--- src/hdl/bsmc_pkg.sv ---
package bsmc_pkg;

  localparam int unsigned ByteW  = 8;
  localparam int unsigned RemW   = 24;
  localparam int unsigned DivW   = RemW + 1;
  // shift line holds the old remainder followed by the new byte
  localparam int unsigned ShW    = RemW + ByteW;
  localparam int unsigned CntW   = $clog2(ShW);

  localparam logic [DivW-1:0] DivReset = DivW'(255);
  localparam logic [DivW-1:0] DivMax   = DivW'(1) << RemW;
  localparam logic [DivW-1:0] DivMin   = DivW'(1);

  typedef enum logic {
    ST_IDLE,
    ST_RUN
  } state_e;

  // zero acts as one, anything above 2^24 acts as 2^24
  function automatic logic [DivW-1:0] eff_divisor(input logic [DivW-1:0] raw);
    logic [DivW-1:0] d;
    d = raw;
    if (raw == '0) begin
      d = DivMin;
    end else if (raw > DivMax) begin
      d = DivMax;
    end
    return d;
  endfunction

endpackage

--- src/hdl/byte_stream_mod_checksum_core.sv ---
// Running remainder of a byte stream, read as one base-256 number, modulo a
// programmable divisor.
// Input channel: data_byte_i and block_end_i with in_valid_i / in_stall_o; a
// request is taken at a clock edge with valid high and stall low.
// Output channel: running_remainder_o and block_done_o with out_valid_o /
// out_stall_i, one result per input request, block_done_o echoes block_end_i.
// Configuration: cfg_we_i writes cfg_wdata_i into the divisor; only write
// while no request is in flight.
// Operation: the reduction shifts one bit per cycle through a compare and
// conditional subtract; the last bit waits while a stalled result is still held.
// The result is loaded into the output register on the edge that folds the last
// bit, and the next request is taken on that same edge. After a divisor write
// the first byte also folds the 24 stored remainder bits.
// Reset clears the remainder to zero and sets the divisor to 255.
// A stalled result stays in the output register; the block finishes the
// following byte up to its last bit and waits there until the result is taken.
module byte_stream_mod_checksum_core (
  input  logic                         clk_i,
  input  logic                         rst_ni,
  input  logic                         cfg_we_i,
  input  logic [bsmc_pkg::DivW-1:0]    cfg_wdata_i,
  input  logic                         in_valid_i,
  output logic                         in_stall_o,
  input  logic [bsmc_pkg::ByteW-1:0]   data_byte_i,
  input  logic                         block_end_i,
  output logic                         out_valid_o,
  input  logic                         out_stall_i,
  output logic [bsmc_pkg::RemW-1:0]    running_remainder_o,
  output logic                         block_done_o
);

  localparam int unsigned RemW  = bsmc_pkg::RemW;
  localparam int unsigned DivW  = bsmc_pkg::DivW;
  localparam int unsigned ShW   = bsmc_pkg::ShW;
  localparam int unsigned CntW  = bsmc_pkg::CntW;
  localparam int unsigned ByteW = bsmc_pkg::ByteW;

  bsmc_pkg::state_e state_q, state_d;
  logic [DivW-1:0]  div_q, div_d;
  logic [RemW-1:0]  rem_q, rem_d;
  logic             red_q, red_d;
  logic [RemW-1:0]  r_q, r_d;
  logic [ShW-1:0]   sh_q, sh_d;
  logic [CntW-1:0]  cnt_q, cnt_d;
  logic             last_q, last_d;
  logic             out_valid_q, out_valid_d;
  logic [RemW-1:0]  out_rem_q, out_rem_d;
  logic             out_done_q, out_done_d;

  logic [DivW-1:0]  trial;
  logic [DivW-1:0]  diff;
  logic [RemW-1:0]  r_step;
  logic             last_bit;
  logic             finish;
  logic             accept;
  logic [RemW-1:0]  src_rem;
  logic             src_red;

  always_comb begin
    // r stays below the divisor, so the trial value fits 25 bits
    trial  = {r_q, sh_q[ShW-1]};
    diff   = trial - div_q;
    r_step = (trial >= div_q) ? diff[RemW-1:0] : trial[RemW-1:0];

    last_bit   = (state_q == bsmc_pkg::ST_RUN) && (cnt_q == '0);
    finish     = last_bit && (!out_valid_q || !out_stall_i);
    in_stall_o = !((state_q == bsmc_pkg::ST_IDLE) || finish);
    accept     = in_valid_i && !in_stall_o;

    src_rem = finish ? r_step : rem_q;
    src_red = finish || red_q;

    state_d     = state_q;
    div_d       = div_q;
    rem_d       = rem_q;
    red_d       = red_q;
    r_d         = r_q;
    sh_d        = sh_q;
    cnt_d       = cnt_q;
    last_d      = last_q;
    out_valid_d = out_valid_q;
    out_rem_d   = out_rem_q;
    out_done_d  = out_done_q;

    if (out_valid_q && !out_stall_i) begin
      out_valid_d = 1'b0;
    end

    case (state_q)
      bsmc_pkg::ST_RUN: begin
        if (cnt_q != '0) begin
          r_d   = r_step;
          sh_d  = {sh_q[ShW-2:0], 1'b0};
          cnt_d = cnt_q - CntW'(1);
        end else if (finish) begin
          rem_d       = r_step;
          red_d       = 1'b1;
          out_valid_d = 1'b1;
          out_rem_d   = r_step;
          out_done_d  = last_q;
          state_d     = bsmc_pkg::ST_IDLE;
        end
      end
      default: begin
      end
    endcase

    if (accept) begin
      last_d  = block_end_i;
      state_d = bsmc_pkg::ST_RUN;
      if (src_red) begin
        // remainder already below the divisor: only the byte bits remain
        r_d   = src_rem;
        sh_d  = {data_byte_i, RemW'(0)};
        cnt_d = CntW'(ByteW - 1);
      end else begin
        // fold the stored remainder bits too, starting from zero
        r_d   = '0;
        sh_d  = {src_rem, data_byte_i};
        cnt_d = CntW'(ShW - 1);
      end
    end

    if (cfg_we_i) begin
      div_d = bsmc_pkg::eff_divisor(cfg_wdata_i);
      red_d = 1'b0;
    end
  end

  always_ff @(posedge clk_i or negedge rst_ni) begin
    if (!rst_ni) begin
      state_q     <= bsmc_pkg::ST_IDLE;
      div_q       <= bsmc_pkg::DivReset;
      rem_q       <= '0;
      red_q       <= 1'b1;
      cnt_q       <= '0;
      out_valid_q <= 1'b0;
    end else begin
      state_q     <= state_d;
      div_q       <= div_d;
      rem_q       <= rem_d;
      red_q       <= red_d;
      cnt_q       <= cnt_d;
      out_valid_q <= out_valid_d;
    end
  end

  always_ff @(posedge clk_i) begin
    r_q        <= r_d;
    sh_q       <= sh_d;
    last_q     <= last_d;
    out_rem_q  <= out_rem_d;
    out_done_q <= out_done_d;
  end

  assign out_valid_o         = out_valid_q;
  assign running_remainder_o = out_rem_q;
  assign block_done_o        = out_done_q;

  a_partial_below_div : assert property (@(posedge clk_i) disable iff (!rst_ni)
    (state_q == bsmc_pkg::ST_RUN) |-> ({1'b0, r_q} < div_q))
    else $error("partial remainder not below divisor");

  a_stored_below_div : assert property (@(posedge clk_i) disable iff (!rst_ni)
    red_q |-> ({1'b0, rem_q} < div_q))
    else $error("stored remainder marked reduced but not below divisor");

  a_accept_runs : assert property (@(posedge clk_i) disable iff (!rst_ni)
    accept |=> (state_q == bsmc_pkg::ST_RUN))
    else $error("accepted request did not start the reduction");

  a_finish_loads_out : assert property (@(posedge clk_i) disable iff (!rst_ni)
    finish |=> (out_valid_q && (out_rem_q == rem_q)))
    else $error("finished result not presented at the output");

endmodule
--- config.mk ---
export PLATFORM = sky130hd
export DESIGN_NAME = byte_stream_mod_checksum_core
export DESIGN_NICKNAME = d
export VERILOG_FILES = /design/src/hdl/bsmc_pkg.sv /design/src/hdl/byte_stream_mod_checksum_core.sv
export SDC_FILE = /design/constraint.sdc
export NUM_CORES = 1
export LEC_CHECK = 0
export ABC_CLOCK_PERIOD_IN_PS = 6420
export BUFFER_PORTS_ARGS = -buffer_cell sky130_fd_sc_hd__buf_2
export CAP_MARGIN = 20
export CORE_MARGIN = 1.5
export CORE_UTILIZATION = 65
export CTS_BUF_LIST = sky130_fd_sc_hd__clkbuf_4
export DETAILED_ROUTE_END_ITERATION = 12
export MAX_ROUTING_LAYER = met4
export PLACE_DENSITY = 0.86
export SLEW_MARGIN = 15
export SYNTH_ARGS = -nofsm -noshare
export SYNTH_HDL_FRONTEND = slang
export SYNTH_SLANG_ARGS = --single-unit
--- constraint.sdc ---
create_clock -name clk_i -period 6.42 [get_ports clk_i]
set_clock_uncertainty 0.1 [all_clocks]
set_input_delay 0.321 -clock clk_i [delete_from_list [all_inputs] [get_ports clk_i]]
set_output_delay 0.321 -clock clk_i [all_outputs]
set_load 0.01 [all_outputs]
==> run summary, run 1 <==
Global routing used 34.5% of the available tracks across all layers. The die span in x is 109 um, and the final cell area excluding filler cells is 8320 um2. Final hold analysis gives a worst-case slack of 0.160 ns. The number of antenna violations at the first check in global routing is 0.

The routability congestion estimate came out at 1.06. The average wire length per cell after detail routing is 20.2 um, and the setup slack on the worst flop-to-flop path is 2.93 ns. The layout cell share with drive strength beyond 1 is 16.7%.

Global routing finished with a remaining overflow of 0. Yosys mapped a number of flops with a built-in enable equal to 82. Synthesis produced 705 cells. The leading register cell type out of synthesis was sky130_fd_sc_hd__edfxtp_1. Ranked by total cell area, the synthesized netlist is headed by sky130_fd_sc_hd__edfxtp_1 (34%), sky130_fd_sc_hd__dfrtp_1 (16%), sky130_fd_sc_hd__a21oi_1 (4.7%), sky130_fd_sc_hd__ha_1 (4.4%), sky130_fd_sc_hd__o21ai_0 (4.4%). The wire-length estimate of the detail-placed layout is 13.0 mm.

Sequential cells were found to cover 53.3% of the synthesized design area. For the clock latency reported for the late side of the worst-skew pair, the log shows 0.54 ns. Dominant cell type by area after synthesis: sky130_fd_sc_hd__edfxtp_1. The run gives 0 as the number of routed nets with antenna violations. CTS placed an instance of sky130_fd_sc_hd__clkbuf_4 at the clock tree root. CTS built an H-tree with a depth of 4. Post-cts sizing count: 0. The first-pass GRT wire length is 29.4 mm.

For this design the static power due to leakage is 3.66 nW. The run gives 27.4% as the worst relative slew slack. TritonCTS built the clock tree. The mapped netlist covers 7310 um2.

Before antenna repair, the detailed router went through 6 iterations. Port buffering added 65 buffers. The post-detailed-route via-to-cell ratio is 6.25.

After detailed routing, the total wire length is 19.1 mm. The detailed router finished its first iteration with 629 violations. Relative to the synthesized area, the layout overhead comes to 13.8%. Counting the fill cells in the layout gives 705. The number of pins exceeding their max-slew limit in the final report was 0; the endpoint required time on the critical path was 6.60 ns. The initial core utilization came out at 67.2%. The logs give 0 for the DRC violations left and 0.374 mV for the worst IR drop on VDD. Number of rows created at floorplan: 38. The logs give 0 for the total of endpoints with negative setup slack in the final report and 36 for the number of hold buffers added after CTS.

For the buffer levels on the longest clock path, the log shows 2. Counting tap cells, the placed design contains a total of 880 instances. For the number of global-route vias before repair, the log shows 5,629.

The share of async-settable or async-resettable flops after synthesis was 41.0%; the minimum clock period was 3.49 ns. For this run, the post-layout net count is 861. In this run the cell area measured after placement is 7680 um2. Height of the die: 109 um.

Yosys printed 0 warnings. For the final-report hold violation count, the log shows 0. The critical path in this run is classified as reg2reg. At the end of the flow the core is filled with cells to 76.4%. The tools report the final setup TNS as 0 ns. Share of the synthesized area in the top cell type: 33.7%. The flow ran to the end, and the final reports show no timing, DRC or antenna violations.

The data arrival time of the worst path came out at 3.67 ns. The worst setup path is captured at a register. The logs give 10,900 um2 for the core area and 5,923 for the total via count after detailed routing.

The number of antenna repair diodes was 0; the CTS clock-pin slew for the worst setup and hold paths was 0.13 ns. The finished layout holds 948 standard cells, fillers aside. Entering global routing, the biggest net connects 58 pins.

The actual transition at the worst max-transition pin was 1.09 ns. Dividing total power by cell area gives a power density of 532 nW/um2. For the buffers inserted during post-CTS setup optimization, the log shows 0. Type of the most critical hold path: in2reg. The max-cap check violation count came out at 0. The maximum fanout along the worst path is 13. The die covers 11,900 um2. Counting distinct cell types in the post-synthesis netlist gives 64. In this run, CTS created clock tree buffers numbering 17.

Clock tree synthesis found a total of 139 sinks. Setup repair after global routing left no endpoint under its margin. The number of synthesized register bits works out to 139. In this run the mean area of a mapped cell was 10.4 um2.

The period utilization is 54.4%, and the synthesized netlist net count is 771. Pin placement for this block handled 66 I/O pins. Derived from the worst setup path, the maximum achievable clock frequency is 286 MHz. The critical path startpoint category was a register.
## registers in the layout (all words and copies together) (netlist names)
| register | cells |
|---|---|
| block_done_o | 1 |
| cnt_q | 5 |
| div_q | 25 |
| last_q | 1 |
| out_valid_o | 1 |
| r_q | 24 |
| red_q | 1 |
| rem_q | 24 |
| running_remainder_o | 24 |
| sh_q | 32 |
| state_q | 1 |
## cells by family after synthesis
logic type | Yosys count | synth area share, %
xor gates and xnor gates | 18 | 2.16
adders and majority gates | 28 | 4.86
DFF | 139 | 53.3
buffers and inverters | 100 | 5.90
and+or+nand+nor | 183 | 12.1
AOI/OAI and AO/OA | 210 | 17.8
muxes | 27 | 3.81
## synthesized netlist by cell type, types with 19 or more instances
| master | n |
|---|---|
| sky130_fd_sc_hd__nand2_1 | 85 |
| sky130_fd_sc_hd__edfxtp_1 | 82 |
| sky130_fd_sc_hd__a21oi_1 | 69 |
| sky130_fd_sc_hd__o21ai_0 | 65 |
| sky130_fd_sc_hd__inv_1 | 62 |
| sky130_fd_sc_hd__dfrtp_1 | 48 |
| sky130_fd_sc_hd__ha_1 | 26 |
| sky130_fd_sc_hd__clkbuf_1 | 25 |
| sky130_fd_sc_hd__nor2_1 | 25 |
| sky130_fd_sc_hd__mux2i_1 | 23 |
| sky130_fd_sc_hd__a22o_1 | 19 |
| sky130_fd_sc_hd__nand3_1 | 19 |
## final cells by class
class | instances | area [um2] | area share [%]
Tap cell | 140 | 175 | 2.10
Sequential cell | 139 | 3900 | 46.9
Timing Repair Buffer | 109 | 749 | 9.01
Clock inverter | 14 | 144 | 1.73
Inverter | 62 | 233 | 2.80
Multi-Input combinational cell | 466 | 2990 | 35.9
Clock buffer | 18 | 135 | 1.62
## path summary, 6_finish.rpt
kind / from / cells after the start / endpoint
setup / recovery: div_q[6]$_DFFE_PN1P_ / 9 / r_q[0]$_DFFE_PP_
hold / removal: cfg_wdata_i[0] / 3 / div_q[0]$_DFFE_PN1P_
setup reg to reg: div_q[6]$_DFFE_PN1P_ / 9 / r_q[0]$_DFFE_PP_
hold reg to reg: last_q$_DFFE_PP_ / 0 / block_done_o$_DFFE_PP_
max in group asynchronous: rst_ni / 3 / rem_q[15]$_DFFE_PN0P_
min in group asynchronous: rst_ni / 3 / div_q[24]$_DFFE_PN0P_
## metrics by stage
stage | setup slack, ns | power [mW]
after global placement | 3.08 | 3.70
after floorplan | 3.25 | 3.20
after detailed placement | 3.00 | 3.77
final | 2.93 | 4.43
after CTS | 2.99 | 4.36
after global routing | 2.77 | 4.69
## report_power, final
group | total, mW | leakage, nW | internal [mW] | switching (mW)
logic | 2.21 | 1.96 | 0.829 | 1.38
clock network | 0.575 | 0.148 | 0.237 | 0.338
registers | 1.64 | 1.55 | 1.44 | 0.207
total | 4.43 | 3.66 | 2.50 | 1.93
## per-layer routing
metal	part of all wire, %	vias to the layer above	track usage, %
li1	-	2704	-
met4	1.7	0	10.3
met1	41	2817	46.5
met5	0	-	-
met2	48	367	52.8
met3	9.7	35	7.41
## cells in the final DEF (no fill, tap or decap), types with 4 or more instances in the layout
cell	count
sky130_fd_sc_hd__a21o_1	13
sky130_fd_sc_hd__a21oi_1	69
sky130_fd_sc_hd__a22o_1	19
sky130_fd_sc_hd__a31oi_1	4
sky130_fd_sc_hd__and2_1	4
sky130_fd_sc_hd__and3_1	6
sky130_fd_sc_hd__buf_2	65
sky130_fd_sc_hd__buf_4	7
sky130_fd_sc_hd__clkbuf_4	18
sky130_fd_sc_hd__clkinv_2	4
sky130_fd_sc_hd__dfrtp_1	48
sky130_fd_sc_hd__dfstp_2	9
sky130_fd_sc_hd__dlygate4sd3_1	36
sky130_fd_sc_hd__edfxtp_1	82
sky130_fd_sc_hd__ha_1	26
sky130_fd_sc_hd__inv_1	62
sky130_fd_sc_hd__mux2i_1	23
sky130_fd_sc_hd__nand2_1	84
sky130_fd_sc_hd__nand2b_1	4
sky130_fd_sc_hd__nand3_1	19
sky130_fd_sc_hd__nand4_1	10
sky130_fd_sc_hd__nor2_1	25
sky130_fd_sc_hd__nor2b_1	4
sky130_fd_sc_hd__nor3_1	6
sky130_fd_sc_hd__nor4_1	8
sky130_fd_sc_hd__o21ai_0	65
sky130_fd_sc_hd__o21ai_1	10
sky130_fd_sc_hd__xnor2_1	13
sky130_fd_sc_hd__xor2_1	5
## worst max-delay path, stage by stage (launching register included)
cell	delay (ns)
sky130_fd_sc_hd__dfstp_2	0.54
sky130_fd_sc_hd__inv_1	0.05
sky130_fd_sc_hd__ha_1	0.40
sky130_fd_sc_hd__nand2_1	0.18
sky130_fd_sc_hd__a32oi_2	0.29
sky130_fd_sc_hd__nand4_2	0.16
sky130_fd_sc_hd__a211o_1	0.46
sky130_fd_sc_hd__and2_1	0.39
sky130_fd_sc_hd__a21oi_1	0.48
sky130_fd_sc_hd__a21oi_1	0.17
Power figures use the tool's default switching activity.
==> inputs of run 2 (changes only) <==
--- a/config.mk
+++ b/config.mk
@@ -5,15 +5,15 @@
 export SDC_FILE = /design/constraint.sdc
 export NUM_CORES = 1
 export LEC_CHECK = 0
-export ABC_CLOCK_PERIOD_IN_PS = 6420
+export ABC_CLOCK_PERIOD_IN_PS = 3450
 export BUFFER_PORTS_ARGS = -buffer_cell sky130_fd_sc_hd__buf_2
 export CAP_MARGIN = 20
 export CORE_MARGIN = 1.5
-export CORE_UTILIZATION = 65
+export CORE_UTILIZATION = 62
 export CTS_BUF_LIST = sky130_fd_sc_hd__clkbuf_4
 export DETAILED_ROUTE_END_ITERATION = 12
 export MAX_ROUTING_LAYER = met4
-export PLACE_DENSITY = 0.86
+export PLACE_DENSITY = 0.83
 export SLEW_MARGIN = 15
 export SYNTH_ARGS = -nofsm -noshare
 export SYNTH_HDL_FRONTEND = slang
==> constraint.sdc (replaced) <==
create_clock -name clk_i -period 3.45 [get_ports clk_i]
set_clock_uncertainty 0.1 [all_clocks]
set_input_delay 0.1725 -clock clk_i [delete_from_list [all_inputs] [get_ports clk_i]]
set_output_delay 0.1725 -clock clk_i [all_outputs]
set_load 0.01 [all_outputs]
==> run summary, run 2 (synthesis results as in run 1) <==
Register bank with the most flops: sh_q. The number of buffers inserted by port buffering was 65. The post-detailed-route via-to-cell ratio works out to 6.01. The floorplan step set the die height to 112 um. Commonest non-fill, non-tap cell in the layout: sky130_fd_sc_hd__nand2_1. The congestion estimate from routability-driven global placement came to 0.910. The worst relative slew slack was 33.3%; the maximum fanout along the worst path was 15. Data on the critical path arrives at its endpoint at 3.49 ns. The actual transition at the worst max-transition pin is 0.997 ns. The worst-case setup margin in the final layout is 0.197 ns, and the layout-stage area growth over the synthesis result is 18.9%. In the final routed layout, each cell accounts on average for 19.3 um.

The logs give 902 for the total number of nets in the final design and 75.9% for the final design utilization. The final-report hold violation count came out at 0. For this design the ratio of total power to cell area is 964 nW/um2. Number of global-route vias before repair: 5,930. The residual overflow from global routing is 0, and the post-detailed-placement cell area is 7820 um2.

Setup repair after global routing left no endpoint under its margin. The final setup TNS is 0 ns, and the total of endpoints with negative setup slack in the final report is 0. The worst-case IR drop observed on VDD is 0.784 mV.

The number of pins exceeding their max-slew limit in the final report is 0, and the number of sinks driven by the clock tree is 139. The layout cell share with drive strength beyond 1 is 17.8%. The logs give 8.39 mW for the overall power of the completed layout and 3.69 ns for the endpoint required time on the critical path. The largest registers in the layout are sh_q (32), div_q (25). The number of cells in the finished layout apart from fillers is 992, and the buffers inserted during post-CTS setup optimization is 0. Across every metal layer, demand over resource in global routing totals 33.2%.

The leakage component of the power is 3.87 nW, and the number of routed nets with antenna violations is 0. The initial DRC count is 456. After clock tree synthesis, the clock-pin slew on the worst setup and hold paths is 0.14 ns. The floorplan has 39 rows. The floorplan step defined a core boundary enclosing 11,500 um2. The kind of critical path is reg2reg.

The endpoint class of the critical path was a register. I/O pin count: 66. The worst path in the final design needs a cycle of 3.25 ns, including I/O delays and setup. In the routed design, unresolved DRC markers number 0.

The worst setup path is launched from a register. The logs give 0 for the number of antenna violations at the first check in global routing and 13.3 mm for the half-perimeter wire length after detailed placement. The fmax is 307 MHz, and the tightest hold margin is 0.125 ns. TritonCTS built the clock tree.

The first global-routing pass estimated 30.6 mm of wire. Across the run, the number of max-cap violations was 0. The layout filler cell count is 754, and the total via count after detailed routing is 5,963. The die is 112 um wide. The area of the die came out at 12,500 um2. The first detailed-routing pass ran for 5 iterations.

Total number of H-tree levels: 4. The routed design has 19.2 mm of wire. The min-delay analysis places its worst path in the category in2async. The number of antenna repair diodes was 0. The run finished with clean final reports. OpenSTA, run right after detailed placement, puts the worst setup slack at 0.150 ns. After layout, the worst path uses 94.3% of the clock period. For the worst-skew pair, the clock arrives at the later sink with an insertion delay of 0.59 ns.

Maximum number of pins on one net before global-route repair: 45. The clock passes through at most 2 buffers. Clock tree synthesis selected as its root buffer the cell sky130_fd_sc_hd__clkbuf_4. The initial utilization of the core area, before any placement, comes to 63.8%. The final cell area excluding filler cells was 8700 um2; the number of CTS-inserted buffers was 17. The top cell types in the final layout, fill and taps aside, are sky130_fd_sc_hd__nand2_1 (84), sky130_fd_sc_hd__edfxtp_1 (82), sky130_fd_sc_hd__a21oi_1 (69), sky130_fd_sc_hd__o21ai_0 (65), sky130_fd_sc_hd__buf_2 (65). The number of flip-flops under the largest register name was 32; the total instance count after detailed placement was 898.
## run 2: cell types whose count changed in the layout (fill, tap and decap cells not counted), sizes merged
| cell | previous run | this run |
|---|---|---|
| inv | 66 | 65 |
| buf | 73 | 88 |
| clkinvlp | 3 | 2 |
| bufinv | 2 | 1 |
| dlygate4sd3 | 36 | 62 |
| clkinv | 5 | 8 |
## run 2: layout make-up
cell class | count | area, um2 | share of cell area (%)
sequential | 139 | 3900 | 44.8
multi-input combinational | 466 | 2990 | 34.3
timing repair buffer | 150 | 1140 | 13.1
inverter | 62 | 233 | 2.68
tap | 143 | 179 | 2.06
clock buffer | 18 | 135 | 1.55
clock inverter | 14 | 121 | 1.40
## run 2: worst max-delay path, stage by stage (launching register included)
cell and delay (ns):
sky130_fd_sc_hd__dfstp_2 0.54, sky130_fd_sc_hd__inv_1 0.05, sky130_fd_sc_hd__ha_1 0.40, sky130_fd_sc_hd__nand2_1 0.18, sky130_fd_sc_hd__a32oi_2 0.27, sky130_fd_sc_hd__nand4_2 0.16, sky130_fd_sc_hd__a211o_1 0.42, sky130_fd_sc_hd__nand2_2 0.12
sky130_fd_sc_hd__buf_12 0.17, sky130_fd_sc_hd__mux2i_1 0.48, sky130_fd_sc_hd__a21oi_1 0.12
## run 2: repair_timing
action                                 4_1_cts  5_1_grt
hold buffers                                62        0
setup endpoints to repair                    0        3
gates resized for setup                      0        1
endpoints found under the hold margin       71        0
## run 2: final timing paths
path / from / endpoint / slack (ns) / cells after the start
min: rst_ni / div_q[19]$_DFFE_PN0P_ / 0.12 / 2
min in group clk_i: block_end_i / last_q$_DFFE_PP_ / 0.21 / 2
max reg2reg: div_q[6]$_DFFE_PN1P_ / r_q[13]$_DFFE_PP_ / 0.20 / 10
max: div_q[6]$_DFFE_PN1P_ / r_q[13]$_DFFE_PP_ / 0.20 / 10
max in group asynchronous: rst_ni / red_q$_DFFE_PN1P_ / 2.23 / 3
min reg2reg: last_q$_DFFE_PP_ / block_done_o$_DFFE_PP_ / 0.33 / 0
## run 2: where the power goes
part / leakage, nW / switching, mW / internal (mW)
Combinational: 2.18 / 2.59 / 1.74
Clock: 0.140 / 0.637 / 0.366
Sequential: 1.55 / 0.380 / 2.67
## run 2: routing by layer
| metal | vias to the layer above | global-route usage, % | share of wire, % |
|---|---|---|---|
| met5 | - | - | 0 |
| li1 | 2799 | - | - |
| met3 | 44 | 7.29 | 6.7 |
| met1 | 2880 | 44.7 | 45 |
| met4 | 0 | 11.4 | 2.2 |
| met2 | 240 | 50.7 | 46 |
